`config.mk`:
```
export PLATFORM = sky130hd
export DESIGN_NAME = calendar_date_add_days_unit
export DESIGN_NICKNAME = d
export VERILOG_FILES = /design/src/design/cdad_pkg.sv /design/src/design/cdad_fsm.sv /design/src/design/cdad_datapath.sv /design/src/design/calendar_date_add_days_unit.sv
export VERILOG_INCLUDE_DIRS = /design/src /design/src/design
export SDC_FILE = /design/constraint.sdc
export NUM_CORES = 1
export LEC_CHECK = 0
export BUFFER_PORTS_ARGS = -buffer_cell sky130_fd_sc_hd__clkbuf_2
export CAP_MARGIN = 10
export CORE_ASPECT_RATIO = 1.1
export CORE_MARGIN = 1.5
export CORE_UTILIZATION = 37
export CTS_BUF_LIST = sky130_fd_sc_hd__clkbuf_8
export CTS_CLUSTER_SIZE = 16
export DETAILED_ROUTE_END_ITERATION = 12
export GPL_TIMING_DRIVEN = 1
export HOLD_SLACK_MARGIN = 0.08
export SYNTH_ARGS = -nofsm -noshare
export SYNTH_HDL_FRONTEND = slang
export SYNTH_SLANG_ARGS = --single-unit
```
`constraint.sdc`:
```
create_clock -name clk -period 5.4 [get_ports clk]
set_input_delay 0.54 -clock clk [delete_from_list [all_inputs] [get_ports clk]]
set_output_delay 0.54 -clock clk [all_outputs]
set_load 0.05 [all_outputs]
```
`src/design/assert_macros.svh`:
```
`ifndef ASSERT_MACROS_SVH
`define ASSERT_MACROS_SVH

// Same-cycle implication, reset-qualified.
`define CDAD_ASSERT_IMP(label, ante, cons) \
	label: assert property (@(posedge clk) disable iff (!arst_n) (ante) |-> (cons)) \
		else $error("cdad assertion failed");

// Next-cycle implication, reset-qualified.
`define CDAD_ASSERT_NXT(label, ante, cons) \
	label: assert property (@(posedge clk) disable iff (!arst_n) (ante) |=> (cons)) \
		else $error("cdad assertion failed");

`endif

```
`src/design/cdad_pkg.sv`:
```
`timescale 1ns / 1ps
`default_nettype none
package cdad_pkg;

	localparam int DAYS_WIDTH = 12;
	localparam int DAY_W      = DAYS_WIDTH + 1;
	localparam int YEAR_W     = 14;
	localparam int CFG_IDX_W  = 2;
	localparam int CFG_DATA_W = YEAR_W;

	localparam logic [CFG_IDX_W-1:0] CFG_MIN_YEAR = 2'd0;
	localparam logic [CFG_IDX_W-1:0] CFG_MAX_YEAR = 2'd1;

	localparam logic [YEAR_W-1:0] MIN_YEAR_RST = 14'd1950;
	localparam logic [YEAR_W-1:0] MAX_YEAR_RST = 14'd2020;

	// year / 100 == (year * RECIP_100) >> RECIP_SHIFT for every 14-bit year
	localparam int RECIP_W     = 13;
	localparam int PROD_W      = YEAR_W + RECIP_W;
	localparam int RECIP_SHIFT = 19;
	localparam logic [RECIP_W-1:0] RECIP_100 = 13'd5243;
	localparam int CENT_W      = PROD_W - RECIP_SHIFT;

	localparam logic [3:0] MON_JAN = 4'd1;
	localparam logic [3:0] MON_FEB = 4'd2;
	localparam logic [3:0] MON_APR = 4'd4;
	localparam logic [3:0] MON_JUN = 4'd6;
	localparam logic [3:0] MON_SEP = 4'd9;
	localparam logic [3:0] MON_NOV = 4'd11;
	localparam logic [3:0] MON_DEC = 4'd12;

	localparam logic [4:0] LEN_SHORT = 5'd30;
	localparam logic [4:0] LEN_LONG  = 5'd31;
	localparam logic [4:0] LEN_FEB   = 5'd28;

	localparam logic [6:0] LAST_YY = 7'd99;

	typedef struct packed {
		logic [4:0]            start_day;
		logic [3:0]            start_month;
		logic [YEAR_W-1:0]     start_year;
		logic [DAYS_WIDTH-1:0] days_to_add;
	} cdad_in_t;

	typedef struct packed {
		logic [4:0]        end_day;
		logic [3:0]        end_month;
		logic [YEAR_W-1:0] end_year;
		logic              start_valid;
	} cdad_out_t;

	typedef struct packed {
		logic load;
		logic split;
		logic check;
		logic step;
		logic finish;
	} cdad_ctrl_t;

	typedef enum logic [1:0] {
		ST_IDLE,
		ST_SPLIT,
		ST_CHECK,
		ST_STEP
	} cdad_state_t;

	// yy = year mod 100, cc = (year / 100) mod 4
	function automatic logic is_leap(input logic [6:0] yy, input logic [1:0] cc,
			input logic [1:0] y_lo);
		return (yy != 7'd0) ? (y_lo == 2'd0) : (cc == 2'd0);
	endfunction

	function automatic logic [4:0] month_len(input logic [3:0] mon, input logic leap);
		logic [4:0] len;
		case (mon)
			MON_APR, MON_JUN, MON_SEP, MON_NOV: len = LEN_SHORT;
			MON_FEB: len = LEN_FEB + {4'd0, leap};
			default: len = LEN_LONG;
		endcase
		return len;
	endfunction

endpackage
`default_nettype wire

```
`src/design/cdad_fsm.sv`:
```
`timescale 1ns / 1ps
`default_nettype none
module cdad_fsm (
	input  wire                 clk,
	input  wire                 arst_n,
	input  wire                 start,
	input  wire                 more,
	output cdad_pkg::cdad_ctrl_t ctrl,
	output logic                busy,
	output logic                done
);
	import cdad_pkg::*;

	cdad_state_t state_q, state_d;
	logic        done_q;

	always_ff @(posedge clk or negedge arst_n) begin
		if (!arst_n) begin
			state_q <= ST_IDLE;
			done_q  <= 1'b0;
		end else begin
			state_q <= state_d;
			done_q  <= ctrl.finish;
		end
	end

	always_comb begin
		state_d = state_q;
		ctrl    = '0;
		case (state_q)
			ST_IDLE: begin
				if (start) begin
					ctrl.load = 1'b1;
					state_d   = ST_SPLIT;
				end
			end
			ST_SPLIT: begin
				ctrl.split = 1'b1;
				state_d    = ST_CHECK;
			end
			ST_CHECK: begin
				ctrl.check = 1'b1;
				state_d    = ST_STEP;
			end
			ST_STEP: begin
				if (more) begin
					ctrl.step = 1'b1;
				end else begin
					ctrl.finish = 1'b1;
					state_d     = ST_IDLE;
				end
			end
			default: state_d = ST_IDLE;
		endcase
	end

	assign busy = (state_q != ST_IDLE);
	assign done = done_q;

endmodule
`default_nettype wire

```
`src/design/cdad_datapath.sv`:
```
`timescale 1ns / 1ps
`default_nettype none
module cdad_datapath (
	input  wire                          clk,
	input  cdad_pkg::cdad_ctrl_t         ctrl,
	input  cdad_pkg::cdad_in_t           in_item,
	input  wire [cdad_pkg::YEAR_W-1:0]   min_year,
	input  wire [cdad_pkg::YEAR_W-1:0]   max_year,
	output logic                         more,
	output cdad_pkg::cdad_out_t          result
);
	import cdad_pkg::*;

	logic [DAY_W-1:0]  day_q;
	logic [3:0]        mon_q;
	logic [YEAR_W-1:0] yr_q;
	logic [4:0]        sd_q;
	logic [PROD_W-1:0] prod_q;
	logic [6:0]        yy_q;
	logic [1:0]        cc_q;
	logic              valid_q;
	cdad_out_t         result_q;

	logic [CENT_W-1:0] cent;
	logic [YEAR_W-1:0] cent_x100;
	logic [YEAR_W-1:0] yy_full;
	logic              leap;
	logic [4:0]        len;
	logic              wrap;
	logic              yr_top;

	assign cent      = prod_q[PROD_W-1:RECIP_SHIFT];
	assign cent_x100 = YEAR_W'({6'd0, cent} * 14'd100);
	assign yy_full   = yr_q - cent_x100;

	assign leap   = is_leap(yy_q, cc_q, yr_q[1:0]);
	assign len    = month_len(mon_q, leap);
	assign more   = day_q > DAY_W'(len);
	assign wrap   = mon_q >= MON_DEC;
	assign yr_top = &yr_q;

	always_ff @(posedge clk) begin
		if (ctrl.load) begin
			day_q  <= DAY_W'(in_item.start_day) + DAY_W'(in_item.days_to_add);
			mon_q  <= in_item.start_month;
			yr_q   <= in_item.start_year;
			sd_q   <= in_item.start_day;
			prod_q <= PROD_W'(in_item.start_year) * PROD_W'(RECIP_100);
		end
		if (ctrl.split) begin
			yy_q <= yy_full[6:0];
			cc_q <= cent[1:0];
		end
		if (ctrl.check) begin
			valid_q <= (yr_q >= min_year) && (yr_q <= max_year) &&
				(mon_q >= MON_JAN) && (mon_q <= MON_DEC) &&
				(sd_q != 5'd0) && (sd_q <= len);
		end
		if (ctrl.step) begin
			day_q <= day_q - DAY_W'(len);
			if (wrap) begin
				mon_q <= MON_JAN;
				yr_q  <= yr_q + 1'b1;
				if (yr_top) begin
					yy_q <= 7'd0;
					cc_q <= 2'd0;
				end else if (yy_q == LAST_YY) begin
					yy_q <= 7'd0;
					cc_q <= cc_q + 1'b1;
				end else begin
					yy_q <= yy_q + 1'b1;
				end
			end else begin
				mon_q <= mon_q + 1'b1;
			end
		end
		if (ctrl.finish) begin
			result_q.end_day     <= day_q[4:0];
			result_q.end_month   <= mon_q;
			result_q.end_year    <= yr_q;
			result_q.start_valid <= valid_q;
		end
	end

	assign result = result_q;

endmodule
`default_nettype wire

```
`src/design/calendar_date_add_days_unit.sv`:
```
`timescale 1ns / 1ps
`default_nettype none
// Gregorian date adder: start date plus a day count, with a start-date check.
// Input: an item is taken at a clock edge with start high and busy low.
//   busy stays high until the result is out; no new item is taken meanwhile.
// Output: done is high for one cycle with the result on result; the
//   receiver cannot stall, so the result must be captured in that cycle.
//   result holds its value until the next item finishes.
// Sequence: the accepting edge loads the item, then the split state splits
//   the year into mod-100 and century-mod-4 counters, the check state forms
//   start_valid, and the step state steps over N months (one month per cycle
//   through a subtract/compare unit) and then registers the result. With
//   12-bit day counts N is at most about 136, and the next item can be
//   accepted in the cycle done is high.
// Config: cfg_we writes cfg_data to register cfg_idx (0 min_year,
//   1 max_year); other indexes are ignored. Write only while idle.
// Reset: arst_n clears control, returns to idle and reloads the year window
//   to 1950..2020.
module calendar_date_add_days_unit (
	input  wire                            clk,
	input  wire                            arst_n,
	input  wire                            start,
	input  cdad_pkg::cdad_in_t             in_item,
	output logic                           busy,
	output logic                           done,
	output cdad_pkg::cdad_out_t            result,
	input  wire                            cfg_we,
	input  wire [cdad_pkg::CFG_IDX_W-1:0]  cfg_idx,
	input  wire [cdad_pkg::CFG_DATA_W-1:0] cfg_data
);
	import cdad_pkg::*;

`include "assert_macros.svh"

	logic [YEAR_W-1:0] min_year_q;
	logic [YEAR_W-1:0] max_year_q;
	cdad_ctrl_t        ctrl;
	logic              more;

	always_ff @(posedge clk or negedge arst_n) begin
		if (!arst_n) begin
			min_year_q <= MIN_YEAR_RST;
			max_year_q <= MAX_YEAR_RST;
		end else if (cfg_we) begin
			case (cfg_idx)
				CFG_MIN_YEAR: min_year_q <= cfg_data;
				CFG_MAX_YEAR: max_year_q <= cfg_data;
				default: ;
			endcase
		end
	end

	cdad_fsm u_fsm (
		.clk    (clk),
		.arst_n (arst_n),
		.start  (start),
		.more   (more),
		.ctrl   (ctrl),
		.busy   (busy),
		.done   (done)
	);

	cdad_datapath u_dp (
		.clk      (clk),
		.ctrl     (ctrl),
		.in_item  (in_item),
		.min_year (min_year_q),
		.max_year (max_year_q),
		.more     (more),
		.result   (result)
	);

	`CDAD_ASSERT_IMP(a_done_not_busy, done, !busy)
	`CDAD_ASSERT_NXT(a_accept_busy, start && !busy, busy && !done)
	`CDAD_ASSERT_NXT(a_finish_done, ctrl.finish, done)
	`CDAD_ASSERT_IMP(a_one_ctrl, busy || done || !busy, $onehot0(ctrl))

endmodule
`default_nettype wire

```
Word-level counts from Yosys, hierarchy flattened
Index checks and enable logic that the tools add are counted.
Operators by class
  multiply operators: 2
  equality and inequality tests: 12
  $lt $le $gt $ge: 7
  reductions and logical operators: 18
  add/sub/neg operators: 8
  muxes and demuxes: 30
Operators with widths (number)
  $mux W14: 3
  $mux W7: 5
  $mul A14 B13 Y27 const B: 1
  $mux W13: 2
  $mux W2: 8
  $add A14 B1 Y14 const B: 1
  $ge A14 B14 Y1: 1
  $le A14 B14 Y1: 1
  $reduce_and A14 Y1: 1
  $add A5 B12 Y13: 1
  $gt A13 B5 Y1: 1
  $sub A13 B5 Y13: 1
  $mux W4: 3
  $pmux W5 S2: 1
  $eq A4 B3 Y1 const B: 2
  $eq A4 B4 Y1 const B: 2
  $logic_not A2 Y1: 4
  $mul A8 B5 Y5 const B: 1
  $pmux W2 S4: 1
  $add A7 B1 Y7 const B: 1
  $eq A7 B7 Y1 const B: 1
  $mux W1: 7
  $reduce_bool A7 Y1: 1
  $sub A7 B7 Y7: 1
  other kinds (16): 26
Word-level totals
  register bits after elaboration: 128
  output and inout port bits: 26
  logic and storage cells: 93
  bits of input ports: 55

Longest topological paths before layout
  word-level depth: 8
  gate-level depth with buffers: 17
  gate-level depth less buffers: 17

Hierarchy
A second synthesis with hierarchy kept.
Unflattened totals
  cells, all modules: 853
  area, all modules: 9048.7 µm²
By module, submodules not included
  cdad_datapath: cells an instance 775, area each 7738.7 µm², times used 1, sequential area each 2021.9 µm²
  calendar_date_add_days_unit: cells an instance 60, area each 1092.3 µm², times used 1, sequential area each 719.4 µm²
  cdad_fsm: cells an instance 18, area each 217.7 µm², times used 1, sequential area each 75.1 µm²

Worst setup path after synthesis
Ideal clock, no wire load.
  path kind: input to register
  start point: input port in_item[22] in the netlist's numbering
  end point: register u_dp.prod_q[21] (data pin)
  buffers on the path: 0
  cell stages on the path: 16
  library setup time: 0.137 ns
  arrival: 4.534 ns
  required time: 5.263 ns
  path slack: 0.729 ns
  path through: fa_1 > ha_1 > inv_1 > fa_1 > inv_1 > fa_1 > inv_1 > fa_1 > inv_1 > ha_1 > a21oi_1 > nor2_1 > a211oi_1 > a31oi_1 > or4b_2 > nand4_1
Between the ends
  word-level cells in the longest chain between the ends: 1
Ends and longest elaborated chain
  start, declared: line calendar_date_add_days_unit.sv:23  | input cdad_pkg::cdad_in_t in_item,
  $mul A14 B13 Y27: line cdad_datapath.sv:48  | prod_q <= PROD_W'(in_item.start_year) * PROD_W'(RECIP_100);
  end signal, assigned: line cdad_datapath.sv:48
  end, declared: line cdad_datapath.sv:18  | logic [PROD_W-1:0] prod_q;
Every way passes these cells.
A chain may end at the register's enable or synchronous reset.

Worst setup path in the final report
  start point: input port in_item[14] in the netlist's numbering
  end point: register u_dp.prod_q[21] (data pin)
The elaborated chain is that of the path after synthesis.

==> results.json <==
{
  "status": "completed",
  "rsz0062_at_grt": "no",
  "clk_latency_ns": 0.38,
  "powerDensity_nw_per_um2": 267,
  "tns_ns": 0,
  "grt_pass1_vias": 6468,
  "dr_total_vias": 6393,
  "grt_use_total_pct": 15.8,
  "dp_hpwl_um": 15700,
  "internal-power_uw": 1670,
  "core_area_um2": 23800,
  "dieArea_um2": 25500,
  "clk_pin_slew_ns": 0.11,
  "synth_area_um2": 9080,
  "layout.area.seq_um2": 2820,
  "fin_crit_ns": 4.76,
  "areaGrowthSynthToFinish_pct": 10.5,
  "htree_num_levels": 3,
  "cts_setup_buffers": 0,
  "cts_buffers": 9,
  "layout.nets": 1238,
  "power_frac_seq_pct": 34.5,
  "timing.rr.start": "u_dp.yy_q[0]",
  "cp_max_fo": 5,
  "fin_skew_ns": 0.0140,
  "drc": 0,
  "cts_sinks": 106,
  "gr-total-overflow": 0,
  "die_w_um": 152,
  "critPathCaptureType": "flop",
  "ys_types": 61,
  "first_pass_iters": 5,
  "fin_crit_sh_pct": 88.2,
  "hold_viol_final": 0,
  "clockBufferDepth": 2,
  "diodes": 0,
  "place_ws_ns": 0.240,
  "cp.required_ns": 5.63,
  "synth-main-ff-cell": "edfxtp_1",
  "sw_frac_of_total_pct": 37.8,
  "rows": 59,
  "busiest_layer": "met2",
  "p_sw_uw": 1010,
  "ys_warn_count": 0,
  "dieHeight_um": 167,
  "fill_cells": 2346,
  "drive_gt1_share_pct": 15.3,
  "p_leak_uw": 0.00480,
  "syn_avg_cell_area_um2": 10.2,
  "io_pins": 81,
  "fin_ws_ns": 0.639,
  "clkPwrFrac_pct": 17.6,
  "maxSlewViolCount": 0,
  "hp-class": "primary input to asynchronous set/reset pin",
  "max_slew_margin_pct": 38.4,
  "synth-async-reset-ratio_pct": 29.2,
  "ys_seq_area_share_pct": 31.0,
  "postCtsHoldBufs": 0,
  "worstPathArrival_ns": 5.00,
  "mostFrequentLayoutCell": "inv_1",
  "place_congestion": 0.844,
  "io_buffer_count": 80,
  "vias_per_cell": 4.97,
  "synth_seq_cells": 106,
  "synth_edf_count": 52,
  "start_util_pct": 38.1,
  "drt_iter0_markers": 246,
  "max_freq_mhz": 210,
  "drv_cap": 0,
  "synth_cells": 892,
  "cts_root_buffer": "clkbuf_8",
  "ir_drop_uv": 169,
  "grt_util_met2_pct": 26.5,
  "setup_viol": 0,
  "worstSetupStartpoint": "in_item[14]",
  "use_met1_pct": 22.0,
  "grt_max_degree": 37,
  "grtUsageMet3_pct": 1.71,
  "mostFrequentLayoutCells": "inv_1 (185), ha_1 (142), clkbuf_2 (80)",
  "cts.repair.resized": 0,
  "syn_nets": 1154,
  "worstSetupPathType": "primary input to flop",
  "worstMarginPinSlew_ns": 0.924,
  "routed_wl_um": 19100,
  "comb_power_share_pct": 47.9,
  "grt_pass1_wl_um": 32600,
  "antenna_left": 0,
  "post_drt_wl_per_cell_um": 14.9,
  "antenna_found_initial": 0,
  "startpoint_type": "primary input",
  "multi_input_area_um2": 5500,
  "cts_tree": "yes"
}
[layout make-up]
class | instances | share of cell area (%)
multi-input combinational | 588 | 54.9
timing repair buffer | 86 | 4.44
inverter | 185 | 6.93
clock buffer | 10 | 1.37
tap | 305 | 3.81
sequential | 106 | 28.1
clock inverter | 6 | 0.487
[Yosys cell counts (all sizes together), types with 6 or more instances]
cell type    n  share of area, %
inv        185               7.7
ha         142                20
fa          65                14
edfxtp      52                17
o21ai       52               2.9
a21oi       41               2.3
nand2       41               1.7
nor2        39               1.7
dfxtp       23               5.1
xnor2       20               1.9
nand3       17               1.1
dfrtp       16               4.4
mux2        16               2.0
a21o        15               1.2
dfstp       15               4.3
nand4       14              0.96
a211oi      13               1.2
nor3        11              0.61
xor2        11               1.1
clkbuf       8              0.33
mux2i        8              0.88
nor3b        7              0.58
nand2b       6              0.41
o22ai        6              0.41
[final timing paths]
kind	slack, ns	cells after the start	endpoint
worst max-delay path	0.64	17	u_dp.prod_q[21]
worst max register to register	1.42	15	u_dp.yy_q[5]
worst min-delay path	0.24	1	max_year_q[4]
max in group asynchronous	4.66	1	u_fsm.done
worst min register to register	0.44	0	u_dp.result[0]
min in group clk	0.36	3	min_year_q[4]
[power by group through the flow]
| stage | registers, uW | clock network, uW | logic [uW] |
|---|---|---|---|
| finish | 925 | 473 | 1280 |
| global placement | 941 | 0 | 1280 |
| floorplan | 938 | 0 | 981 |
| global route | 930 | 513 | 1540 |
| detailed placement | 943 | 0 | 1300 |
| CTS | 925 | 488 | 1310 |
[logic make-up (layout without fill, tap and decap cells)]
| group | after synthesis | after routing | synth area share (%) |
|---|---|---|---|
| adders and majority gates | 207 | 207 | 33.9 |
| buffers and inverters | 198 | 287 | 8.46 |
| and+or+nand+nor | 169 | 169 | 9.83 |
| AOI/OAI and AO/OA | 157 | 157 | 10.9 |
| DFF | 106 | 106 | 31.0 |
| xor gates and xnor gates | 31 | 31 | 2.99 |
| muxes | 24 | 24 | 2.87 |
[flip-flops by register name (all words and copies together), names as in the netlist]
| name | cells |
|---|---|
| max_year_q | 14 |
| min_year_q | 14 |
| u_dp.cc_q | 2 |
| u_dp.day_q | 13 |
| u_dp.mon_q | 4 |
| u_dp.prod_q | 5 |
| u_dp.result | 24 |
| u_dp.sd_q | 5 |
| u_dp.valid_q | 1 |
| u_dp.yr_q | 14 |
| u_dp.yy_q | 7 |
| u_fsm.done | 1 |
| u_fsm.state_q | 2 |
[per-stage QoR]
step | instance area, um^2 | instances | utilization [%] | total power [uW] | hold slack (ns)
floorplan | 9080 | 892 | - | 1920 | 0.244
global placement | 9840 | 1270 | 41.3 | 2220 | 0.406
detailed placement | 9840 | 1270 | 41.3 | 2240 | 0.414
CTS | 10000 | 1286 | 42.0 | 2720 | 0.242
global route | 10000 | 1286 | 42.0 | 2980 | 0.288
finish | 10000 | 1286 | 42.0 | 2680 | 0.235
[layer usage]
layer / part of all wire, % / routed length [um] / vias up
met5: 0 / 0 / -
met4: 0.95 / 181 / 0
met3: 3.2 / 610 / 15
met2: 48 / 9250 / 111
met1: 47 / 9070 / 3063
li1: - / - / 3204
[worst max-delay path: stages]
cell and delay [ns]:
clkbuf_2 0.20, inv_1 0.14, fa_1 0.52, inv_1 0.04, ha_1 0.19, fa_1 0.48
ha_1 0.30, inv_1 0.05, fa_1 0.52, inv_1 0.04, ha_1 0.30, a2111oi_0 0.36
o21ai_0 0.14, o211ai_1 0.20, a31oi_1 0.23, or4b_2 0.64, nand4_1 0.09
Note: power is estimated with default switching activity, not from simulation.
